<file path="config.mk">
export PLATFORM = sky130hd
export DESIGN_NAME = slotted_neighbour_discovery
export DESIGN_NICKNAME = d
export VERILOG_FILES = /design/src/sv/snd_pkg.sv /design/src/sv/snd_core.sv /design/src/sv/slotted_neighbour_discovery.sv
export SDC_FILE = /design/constraint.sdc
export NUM_CORES = 1
export LEC_CHECK = 0
export ABC_AREA = 0
export BUFFER_PORTS_ARGS = -buffer_cell sky130_fd_sc_hd__buf_2
export CELL_PAD_IN_SITES_DETAIL_PLACEMENT = 1
export CELL_PAD_IN_SITES_GLOBAL_PLACEMENT = 1
export CORE_MARGIN = 3
export CORE_UTILIZATION = 51
export CTS_BUF_LIST = sky130_fd_sc_hd__clkbuf_8
export CTS_CLUSTER_DIAMETER = 120
export DETAILED_ROUTE_END_ITERATION = 8
export PLACE_DENSITY = 0.93
export SLEW_MARGIN = 20
export SYNTH_ARGS = -nofsm -noshare
export SYNTH_HDL_FRONTEND = slang
export SYNTH_SLANG_ARGS = --single-unit
export TNS_END_PERCENT = 20
</file>
<file path="constraint.sdc">
create_clock -name clk -period 6.3 [get_ports clk]
set_clock_uncertainty 0.1 [all_clocks]
set_input_delay 0.315 -clock clk [delete_from_list [all_inputs] [get_ports clk]]
set_output_delay 0.315 -clock clk [all_outputs]
set_load 0.02 [all_outputs]
</file>
<file path="src/sv/snd_pkg.sv">
// ----------------------------------------------------------------------------
// Slotted neighbour discovery package
// Shared widths, codes, reset values and the structs that pass between the
// top level and the sequencer core.
// ----------------------------------------------------------------------------
package snd_pkg;

	localparam int ID_SPACE_DEF   = 256;
	localparam int TICK_WIDTH_DEF = 24;

	localparam int CFG_TICK_W  = 24;
	localparam int CFG_INDEX_W = 3;
	localparam int KIND_W      = 2;
	localparam int RX_LEN_W    = 7;
	localparam int RX_BYTE_W   = 8;
	localparam int SLOT_W      = 8;
	localparam int EPOCH_W     = 16;
	localparam int COUNT_W     = 9;

	localparam logic [CFG_TICK_W-1:0] SLOT_TICKS_RST   = 24'd1000;
	localparam logic [CFG_TICK_W-1:0] BEACON_TICKS_RST = 24'd33;
	localparam logic [CFG_TICK_W-1:0] RX_TICKS_RST     = 24'd99;
	localparam logic [SLOT_W-1:0]     EPOCH_SLOTS_RST  = 8'd10;
	localparam logic [RX_BYTE_W-1:0]  OWN_ID_RST       = 8'd1;

	typedef enum logic [KIND_W-1:0] {
		KIND_TICK  = 2'd0,
		KIND_RX    = 2'd1,
		KIND_START = 2'd2
	} kind_t;

	typedef enum logic [CFG_INDEX_W-1:0] {
		REG_BURST_MODE   = 3'd0,
		REG_SLOT_TICKS   = 3'd1,
		REG_BEACON_TICKS = 3'd2,
		REG_RX_TICKS     = 3'd3,
		REG_EPOCH_SLOTS  = 3'd4,
		REG_OWN_ID       = 3'd5
	} reg_index_t;

	typedef enum logic [3:0] {
		PH_IDLE   = 4'b0001,
		PH_TX     = 4'b0010,
		PH_LISTEN = 4'b0100,
		PH_QUIET  = 4'b1000
	} phase_t;

	typedef struct packed {
		logic                  burst_mode;
		logic [CFG_TICK_W-1:0] slot_ticks;
		logic [CFG_TICK_W-1:0] beacon_ticks;
		logic [CFG_TICK_W-1:0] rx_ticks;
		logic [SLOT_W-1:0]     epoch_slots;
		logic [RX_BYTE_W-1:0]  own_id;
	} cfg_t;

	typedef struct packed {
		kind_t                kind;
		logic [RX_LEN_W-1:0]  rx_length;
		logic [RX_BYTE_W-1:0] rx_byte;
	} item_t;

	typedef struct packed {
		logic                 beacon;
		logic                 radio_on;
		logic                 transmitting;
		logic                 new_neighbour;
		logic [RX_BYTE_W-1:0] neighbour_id;
		logic [EPOCH_W-1:0]   neighbour_epoch;
		logic                 epoch_done;
		logic [EPOCH_W-1:0]   done_epoch;
		logic [COUNT_W-1:0]   done_count;
	} result_t;

endpackage

</file>
<file path="src/sv/snd_core.sv">
// ----------------------------------------------------------------------------
// Slotted neighbour discovery sequencer core
// Holds the slot and epoch state and the seen-ID map, and works out the next
// state and the result of one item combinationally.
// ----------------------------------------------------------------------------
module snd_core #(
	parameter int ID_SPACE   = snd_pkg::ID_SPACE_DEF,
	parameter int TICK_WIDTH = snd_pkg::TICK_WIDTH_DEF
) (
	input  logic            clk,
	input  logic            arst_n,
	input  logic            step,
	input  snd_pkg::item_t  item,
	input  snd_pkg::cfg_t   cfg,
	output snd_pkg::result_t res
);

	localparam int IDW = (ID_SPACE > 1) ? $clog2(ID_SPACE) : 1;
	localparam int IDCW = snd_pkg::RX_BYTE_W + 1;

	snd_pkg::phase_t                phase_q, n_phase;
	logic [TICK_WIDTH-1:0]          srem_q, n_srem;
	logic [TICK_WIDTH-1:0]          timer_q, n_timer;
	logic [snd_pkg::SLOT_W-1:0]     slots_q, n_slots, slots_dec;
	logic [snd_pkg::EPOCH_W-1:0]    epoch_q, n_epoch;
	logic [snd_pkg::COUNT_W-1:0]    ncnt_q, n_ncnt;
	logic                           intx_q, n_intx;
	logic [ID_SPACE-1:0]            seen_q;

	logic [TICK_WIDTH-1:0] st, bt, rt, srem_b, tx_tmr_start, tx_tmr_b, quiet_tmr, rx_tmr;
	logic                  burst;
	logic                  begin_tx, begin_rx, finish, rx_over, clear_map, set_map;
	logic [IDW-1:0]        id_idx;
	logic                  id_ok;

	assign burst        = cfg.burst_mode;
	assign st           = TICK_WIDTH'(cfg.slot_ticks);
	assign bt           = TICK_WIDTH'(cfg.beacon_ticks);
	assign rt           = TICK_WIDTH'(cfg.rx_ticks);
	assign srem_b       = srem_q - bt;
	assign tx_tmr_start = (burst && st >= bt) ? bt : st;
	assign tx_tmr_b     = (burst && srem_b >= bt) ? bt : srem_b;
	assign quiet_tmr    = (st > rt) ? (st - rt) : '0;
	assign rx_tmr       = burst ? rt : st;
	assign slots_dec    = (slots_q != '0) ? (slots_q - snd_pkg::SLOT_W'(1)) : '0;
	assign id_idx       = IDW'(item.rx_byte);
	assign id_ok        = (IDCW'(item.rx_byte) < IDCW'(ID_SPACE));

	always_comb begin
		n_phase   = phase_q;
		n_srem    = srem_q;
		n_timer   = timer_q;
		n_slots   = slots_q;
		n_epoch   = epoch_q;
		n_ncnt    = ncnt_q;
		n_intx    = intx_q;
		begin_tx  = 1'b0;
		begin_rx  = 1'b0;
		finish    = 1'b0;
		rx_over   = 1'b0;
		clear_map = 1'b0;
		set_map   = 1'b0;
		res       = '0;

		unique case (item.kind)
			snd_pkg::KIND_TICK: begin
				if (phase_q != snd_pkg::PH_IDLE) begin
					if (timer_q > TICK_WIDTH'(1)) begin
						n_timer = timer_q - TICK_WIDTH'(1);
					end else begin
						unique case (phase_q)
							snd_pkg::PH_TX: begin
								if (burst && srem_q >= bt) begin
									n_srem     = srem_b;
									res.beacon = 1'b1;
									n_timer    = tx_tmr_b;
								end else begin
									n_slots = slots_dec;
									n_intx  = 1'b0;
									if (burst) begin
										begin_rx = 1'b1;
									end else if (slots_dec != '0) begin
										begin_tx = 1'b1;
									end else begin
										finish   = 1'b1;
										begin_rx = 1'b1;
									end
								end
							end
							snd_pkg::PH_LISTEN: begin
								if (burst) begin
									n_phase = snd_pkg::PH_QUIET;
									n_timer = quiet_tmr;
								end else begin
									rx_over = 1'b1;
								end
							end
							snd_pkg::PH_QUIET: begin
								rx_over = 1'b1;
							end
							default: begin
							end
						endcase
					end
				end
			end
			snd_pkg::KIND_RX: begin
				if (!intx_q && item.rx_length == snd_pkg::RX_LEN_W'(1)
						&& item.rx_byte != '0 && id_ok && !seen_q[id_idx]) begin
					set_map             = 1'b1;
					n_ncnt              = ncnt_q + snd_pkg::COUNT_W'(1);
					res.new_neighbour   = 1'b1;
					res.neighbour_id    = item.rx_byte;
					res.neighbour_epoch = epoch_q;
				end
			end
			snd_pkg::KIND_START: begin
				n_epoch  = snd_pkg::EPOCH_W'(1);
				n_slots  = cfg.epoch_slots;
				n_ncnt   = '0;
				begin_tx = 1'b1;
			end
			default: begin
			end
		endcase

		if (rx_over) begin
			n_slots = slots_dec;
			if (!burst) begin
				begin_tx = 1'b1;
			end else if (slots_dec != '0) begin
				begin_rx = 1'b1;
			end else begin
				finish   = 1'b1;
				begin_tx = 1'b1;
			end
		end

		if (finish) begin
			res.epoch_done = 1'b1;
			res.done_epoch = epoch_q;
			res.done_count = ncnt_q;
			n_slots        = cfg.epoch_slots;
			n_epoch        = epoch_q + snd_pkg::EPOCH_W'(1);
			n_ncnt         = '0;
			clear_map      = 1'b1;
		end

		if (begin_rx) begin
			n_phase = snd_pkg::PH_LISTEN;
			n_timer = rx_tmr;
		end

		if (begin_tx) begin
			n_phase    = snd_pkg::PH_TX;
			n_intx     = 1'b1;
			n_srem     = st;
			res.beacon = 1'b1;
			n_timer    = tx_tmr_start;
		end

		res.radio_on     = (n_phase == snd_pkg::PH_LISTEN);
		res.transmitting = n_intx;
	end

	always_ff @(posedge clk or negedge arst_n) begin
		if (!arst_n) begin
			phase_q <= snd_pkg::PH_IDLE;
			srem_q  <= '0;
			timer_q <= '0;
			slots_q <= '0;
			epoch_q <= snd_pkg::EPOCH_W'(1);
			ncnt_q  <= '0;
			intx_q  <= 1'b0;
		end else if (step) begin
			phase_q <= n_phase;
			srem_q  <= n_srem;
			timer_q <= n_timer;
			slots_q <= n_slots;
			epoch_q <= n_epoch;
			ncnt_q  <= n_ncnt;
			intx_q  <= n_intx;
		end
	end

	always_ff @(posedge clk or negedge arst_n) begin
		if (!arst_n) begin
			seen_q <= '0;
		end else if (step) begin
			if (clear_map) begin
				seen_q <= '0;
			end else if (set_map) begin
				seen_q[id_idx] <= 1'b1;
			end
		end
	end

endmodule

</file>
<file path="src/sv/slotted_neighbour_discovery.sv">
// An accepted input item is held in the input register, and its result is
// registered in the output register when the output side can take it.
// Throughput: one item per cycle while the output is not stalled by m_tready;
// an input register, the sequencer core update and the output register set that rate.
// Reset clears all control state and the seen-ID map at once and loads the
// register defaults; the block is ready for items as soon as reset is released.
// ----------------------------------------------------------------------------
// Slotted neighbour discovery top level
// Stream input and output stages, configuration registers and the sequencer
// core that runs the slot, beacon and epoch logic.
// ----------------------------------------------------------------------------
module slotted_neighbour_discovery #(
	parameter int ID_SPACE   = snd_pkg::ID_SPACE_DEF,
	parameter int TICK_WIDTH = snd_pkg::TICK_WIDTH_DEF
) (
	input  logic                             clk,
	input  logic                             arst_n,
	input  logic                             s_tvalid,
	output logic                             s_tready,
	input  logic [15:0]                      s_tdata,   // rx_length, rx_byte, zero pad
	input  logic [snd_pkg::KIND_W-1:0]       s_tuser,   // kind
	output logic                             m_tvalid,
	input  logic                             m_tready,
	output logic [55:0]                      m_tdata,   // beacon, radio_on, transmitting,
	                                                    // neighbour_id, neighbour_epoch,
	                                                    // done_epoch, done_count, zero pad
	output logic [1:0]                       m_tuser,   // new_neighbour, epoch_done
	input  logic                             cfg_valid,
	output logic                             cfg_ready,
	input  logic [snd_pkg::CFG_INDEX_W-1:0]  cfg_index,
	input  logic [snd_pkg::CFG_TICK_W-1:0]   cfg_data
);

	snd_pkg::cfg_t    cfg_q;
	snd_pkg::item_t   item_s1;
	logic             valid_s1;
	snd_pkg::result_t res, res_q;
	logic             out_v_q;
	logic             advance;

	assign cfg_ready = 1'b1;
	assign advance   = valid_s1 && (!out_v_q || m_tready);
	assign s_tready  = !valid_s1 || advance;

	always_ff @(posedge clk or negedge arst_n) begin
		if (!arst_n) begin
			cfg_q.burst_mode   <= 1'b0;
			cfg_q.slot_ticks   <= snd_pkg::SLOT_TICKS_RST;
			cfg_q.beacon_ticks <= snd_pkg::BEACON_TICKS_RST;
			cfg_q.rx_ticks     <= snd_pkg::RX_TICKS_RST;
			cfg_q.epoch_slots  <= snd_pkg::EPOCH_SLOTS_RST;
			cfg_q.own_id       <= snd_pkg::OWN_ID_RST;
		end else if (cfg_valid) begin
			unique case (cfg_index)
				snd_pkg::REG_BURST_MODE:   cfg_q.burst_mode   <= cfg_data[0];
				snd_pkg::REG_SLOT_TICKS:   cfg_q.slot_ticks   <= cfg_data;
				snd_pkg::REG_BEACON_TICKS: cfg_q.beacon_ticks <= cfg_data;
				snd_pkg::REG_RX_TICKS:     cfg_q.rx_ticks     <= cfg_data;
				snd_pkg::REG_EPOCH_SLOTS:  cfg_q.epoch_slots  <= cfg_data[snd_pkg::SLOT_W-1:0];
				snd_pkg::REG_OWN_ID:       cfg_q.own_id       <= cfg_data[snd_pkg::RX_BYTE_W-1:0];
				default: begin
				end
			endcase
		end
	end

	always_ff @(posedge clk or negedge arst_n) begin
		if (!arst_n) begin
			valid_s1 <= 1'b0;
		end else if (s_tready) begin
			valid_s1 <= s_tvalid;
		end
	end

	always_ff @(posedge clk) begin
		if (s_tvalid && s_tready) begin
			item_s1.kind      <= snd_pkg::kind_t'(s_tuser);
			item_s1.rx_length <= s_tdata[6:0];
			item_s1.rx_byte   <= s_tdata[14:7];
		end
	end

	snd_core #(
		.ID_SPACE   (ID_SPACE),
		.TICK_WIDTH (TICK_WIDTH)
	) u_core (
		.clk    (clk),
		.arst_n (arst_n),
		.step   (advance),
		.item   (item_s1),
		.cfg    (cfg_q),
		.res    (res)
	);

	always_ff @(posedge clk or negedge arst_n) begin
		if (!arst_n) begin
			out_v_q <= 1'b0;
		end else if (advance) begin
			out_v_q <= 1'b1;
		end else if (m_tready) begin
			out_v_q <= 1'b0;
		end
	end

	always_ff @(posedge clk) begin
		if (advance) begin
			res_q <= res;
		end
	end

	assign m_tvalid = out_v_q;
	assign m_tuser  = {res_q.epoch_done, res_q.new_neighbour};
	assign m_tdata  = {4'b0, res_q.done_count, res_q.done_epoch, res_q.neighbour_epoch,
		res_q.neighbour_id, res_q.transmitting, res_q.radio_on, res_q.beacon};

endmodule

</file>
==> insert_results.sql <==
INSERT INTO impl_metrics (metric_group, metric, value, unit) VALUES
('cts', 'cts_root_buffer', 'clkbuf_8', ''),
('finish', 'fin_nets', '2965', ''),
('timing', 'period_share', '0.911', ''),
('setup_path', 'critical_path_peak_fanout', '12', ''),
('synthesis', 'async_reset_ff_frac', '0.857', ''),
('routing', 'routed-wl-met2', '48800', 'µm'),
('grt', 'grt_first_pass_wirelength', '158000', 'µm'),
('grt', 'first_global_vias', '26200', ''),
('timing', 'worst-slew-pin-transition', '1.24', 'ns'),
('routing', 'route.vias.total', '24600', ''),
('routing', 'wl_per_cell', '28.8', 'µm'),
('placed_design', 'dp.cells', '3353', ''),
('synthesis', 'synth_sequential_area_ratio', '0.476', ''),
('job', 'drv.max_cap_violation_count', '0', ''),
('routing', 'met3RoutedLength', '9510', 'µm'),
('finish', 'layout_common_cells', 'nand2_1 (466), dfrtp_1 (408), o21ai_0 (358), nor2_1 (136), inv_1 (112)', ''),
('finish', 'drive_above_1_share', '0.156', ''),
('finish', 'area_of_combinational_cells_with_multiple_inputs', '13200', 'µm²'),
('placed_design', 'place.port_buffers', '104', ''),
('timing', 'timing_hold_violations_final', '0', ''),
('floorplan', 'placeableCoreArea', '51700', 'µm²'),
('synthesis', 'synth_cell_type_count', '82', ''),
('floorplan', 'fp-row-count', '83', ''),
('placed_design', 'post-dp-hpwl', '62500', 'µm'),
('grt', 'grtUsageTotal', '0.364', ''),
('synthesis', 'synth_enable_flop_cells', '71', ''),
('synthesis', 'mean_post_synth_cell_area', '10.0', 'µm²'),
('floorplan', 'dieWidth', '236', 'µm'),
('placed_design', 'finalWeightedCongestion', '0.921', ''),
('cts', 'clock_pin_slew_reported_for_the_worst_setup_and_hold_paths_after_clock_tree_synthesis', '0.07', 'ns'),
('setup_path', 'criticalPathCategory', 'reg2reg', ''),
('cts', 'cts_max_path_buffers', '3', ''),
('pwr', 'static-leakage-power', '0.0131', 'µW'),
('finish', 'num-fill-cells', '5692', ''),
('timing', 'setup_viol', '0', ''),
('setup_path', 'cp_data_required_time', '6.78', 'ns'),
('setup_path', 'critPathCaptureType', 'flip-flop', ''),
('cts', 'tritoncts', 'yes', ''),
('routing', 'vias_per_cell', '6.90', ''),
('timing', 'final.min_clock_period', '5.74', 'ns'),
('routing', 'route.detailed.drc', '0', ''),
('cts', 'cts_max_level', '3', ''),
('timing', 'timing.setup.tns', '0', 'ns'),
('setup_path', 'worst_ep_arrival_time', '6.22', 'ns'),
('synthesis', 'netlist_instances', '2684', ''),
('outcome', 'outcome', 'finished, final reports clean', ''),
('grt', 'grt_start_max_net_pins', '250', ''),
('timing', 'timing.final.max_slew_violations', '0', ''),
('routing', 'm1WireLength', '36500', 'µm'),
('floorplan', 'dieArea', '55500', 'µm²'),
('finish', 'layoutNonFillerInstCount', '3561', ''),
('timing', 'setup_repair_after_global_routing_missed_its_margin', 'false', ''),
('timing', 'fmax', '0.174', 'GHz'),
('grt', 'grt_overflow', '0', ''),
('pwr', 'worst_ir_drop_vdd', '0.200', 'mV'),
('finish', 'layout_commonest_cell', 'nand2_1', ''),
('floorplan', 'ioPinCount', '111', ''),
('routing', 'ant_nets', '0', ''),
('cts', 'clk_latency', '0.73', 'ns'),
('synthesis', 'synth_top_flop_cell', 'dfrtp_1', ''),
('synthesis', 'netlist_area', '26900', 'µm²'),
('finish', 'finish.utilization', '0.585', ''),
('synthesis', 'ys_warn_count', '0', ''),
('min_path', 'min-delay-path-class', 'in2reg', ''),
('floorplan', 'start_util', '0.520', ''),
('pwr', 'pwr_per_cell_area', '395', 'nW/µm²'),
('synthesis', 'synth_seq_cells', '496', ''),
('routing', 'drt_iter0_markers', '2985', ''),
('finish', 'final-seq-area', '12800', 'µm²'),
('cts', 'clkSinkCount', '496', ''),
('timing', 'slew_limit_headroom', '0.170', ''),
('routing', 'detail_route.first_pass.iterations', '8', ''),
('routing', 'postRouteWirelength', '103000', 'µm'),
('finish', 'syn2layout_area_growth', '12.5', '%'),
('grt', 'grt_antenna_before_repair', '5', ''),
('floorplan', 'die_height', '236', 'µm'),
('setup_path', 'timing.critical_path.from_type', 'flip-flop', ''),
('routing', 'highest_layer', 'met5', ''),
('cts', 'cts_buffers', '87', '');
-- state kept, by name (all words and copies together) (netlist names) --
name,count
cfg_q,81
item_s1,17
m_tdata,52
m_tuser,2
m_tvalid,1
u_core.epoch_q,16
u_core.intx_q,1
u_core.ncnt_q,9
u_core.phase_q,4
u_core.seen_q,256
u_core.slots_q,8
u_core.srem_q,24
u_core.timer_q,24
valid_s1,1
-- path summary, 6_finish.rpt --
path	startpoint	end	slack, ns	cells after the start
max	cfg_q[53]	u_core.timer_q[21]	0.56	19
min	cfg_index[2]	cfg_q[13]	0.06	4
max reg2reg	cfg_q[53]	u_core.timer_q[21]	0.56	19
min reg2reg	u_core.seen_q[171]	u_core.seen_q[171]	0.38	2
max in group asynchronous	arst_n	u_core.seen_q[42]	4.48	3
min in group asynchronous	arst_n	cfg_q[41]	0.10	2
-- layout make-up --
cell class,instances,share of cell area
Antenna cell,2,0.000166
Tap cell,680,0.0281
Multi-Input combinational cell,1962,0.436
Inverter,77,0.00960
Sequential cell,496,0.423
Clock inverter,53,0.0113
Clock buffer,106,0.0482
Timing Repair Buffer,185,0.0432
-- kinds of logic after synthesis --
kind of cell	synth area share
other	0.000279
xor gates and xnor gates	0.0202
muxes	0.108
buffers and inverters	0.0353
DFF	0.476
adders and majority gates	0.0499
AOI/OAI and AO/OA	0.160
and+or+nand+nor	0.150
-- power by group --
part           leakage (µW)  switching, µW  internal [µW]
registers           0.00633            401           3600
logic               0.00575           2970           1790
clock network       0.00106           1550           1660
total                0.0131           4910           7040
-- per-stage QoR --
stage          hold WS (ns)  total power (µW)  setup slack (ns)  area (µm²)
2_1_floorplan       -0.0806              7080              1.65       26900
3_3_place_gp          0.271              8180             0.735       27900
3_5_place_dp          0.273              8510             0.623       27900
4_1_cts              0.0610             11700             0.546       30200
5_1_grt              0.0783             12500            0.0947       30200
6_report             0.0566             12000             0.563       30200
-- metal layers --
layer	global-route usage	vias up
met4	0.232	4
met2	0.598	1702
met5	0	-
met1	0.432	12300
met3	0.0852	632
li1	-	9930
-- synth_stat cells (all sizes together), types with 19 or more instances --
| cell type | instances | area [µm²] |
|---|---|---|
| nand4 | 23 | 144 |
| nor2 | 139 | 524 |
| nand2b | 19 | 119 |
| edfxtp | 71 | 2130 |
| mux2i | 39 | 390 |
| a21o | 25 | 188 |
| clkbuf | 121 | 454 |
| a22o | 22 | 193 |
| ha | 104 | 1300 |
| a211oi | 22 | 165 |
| dfrtp | 409 | 10200 |
| xor2 | 23 | 201 |
| and2 | 59 | 369 |
| nor3 | 46 | 241 |
| buf | 31 | 206 |
| o22ai | 24 | 150 |
| o21a | 21 | 158 |
| nand3 | 38 | 190 |
| mux2 | 66 | 743 |
| nand2 | 466 | 1750 |
| a21oi | 101 | 505 |
| a31oi | 43 | 269 |
| mux4 | 79 | 1780 |
| o21ai | 359 | 1800 |
| o31ai | 24 | 180 |
| xnor2 | 39 | 342 |
| inv | 76 | 285 |
-- timing repair --
item                       CTS  global route
setup buffers                0             0
hold buffers                47             0
gates resized for setup      0             2
hold endpoints to repair   185             0
setup endpoints to repair    0             1
-- worst max-delay path: stages (launching register included) --
cell	delay, ns
dfrtp_1	0.40
inv_1	0.11
ha_1	0.48
nand2_1	0.18
nor3_2	0.33
nand3_1	0.17
o21ai_0	0.30
a31oi_1	0.15
xnor2_1	0.35
ha_1	0.34
a21o_1	0.17
a211oi_1	0.29
o21ai_0	0.26
a2111oi_0	0.56
nor2_2	0.26
buf_4	0.28
mux2_2	0.30
a31oi_1	0.19
a21oi_1	0.09
o31a_1	0.28
No activity file was read; power rests on OpenSTA's default activity.
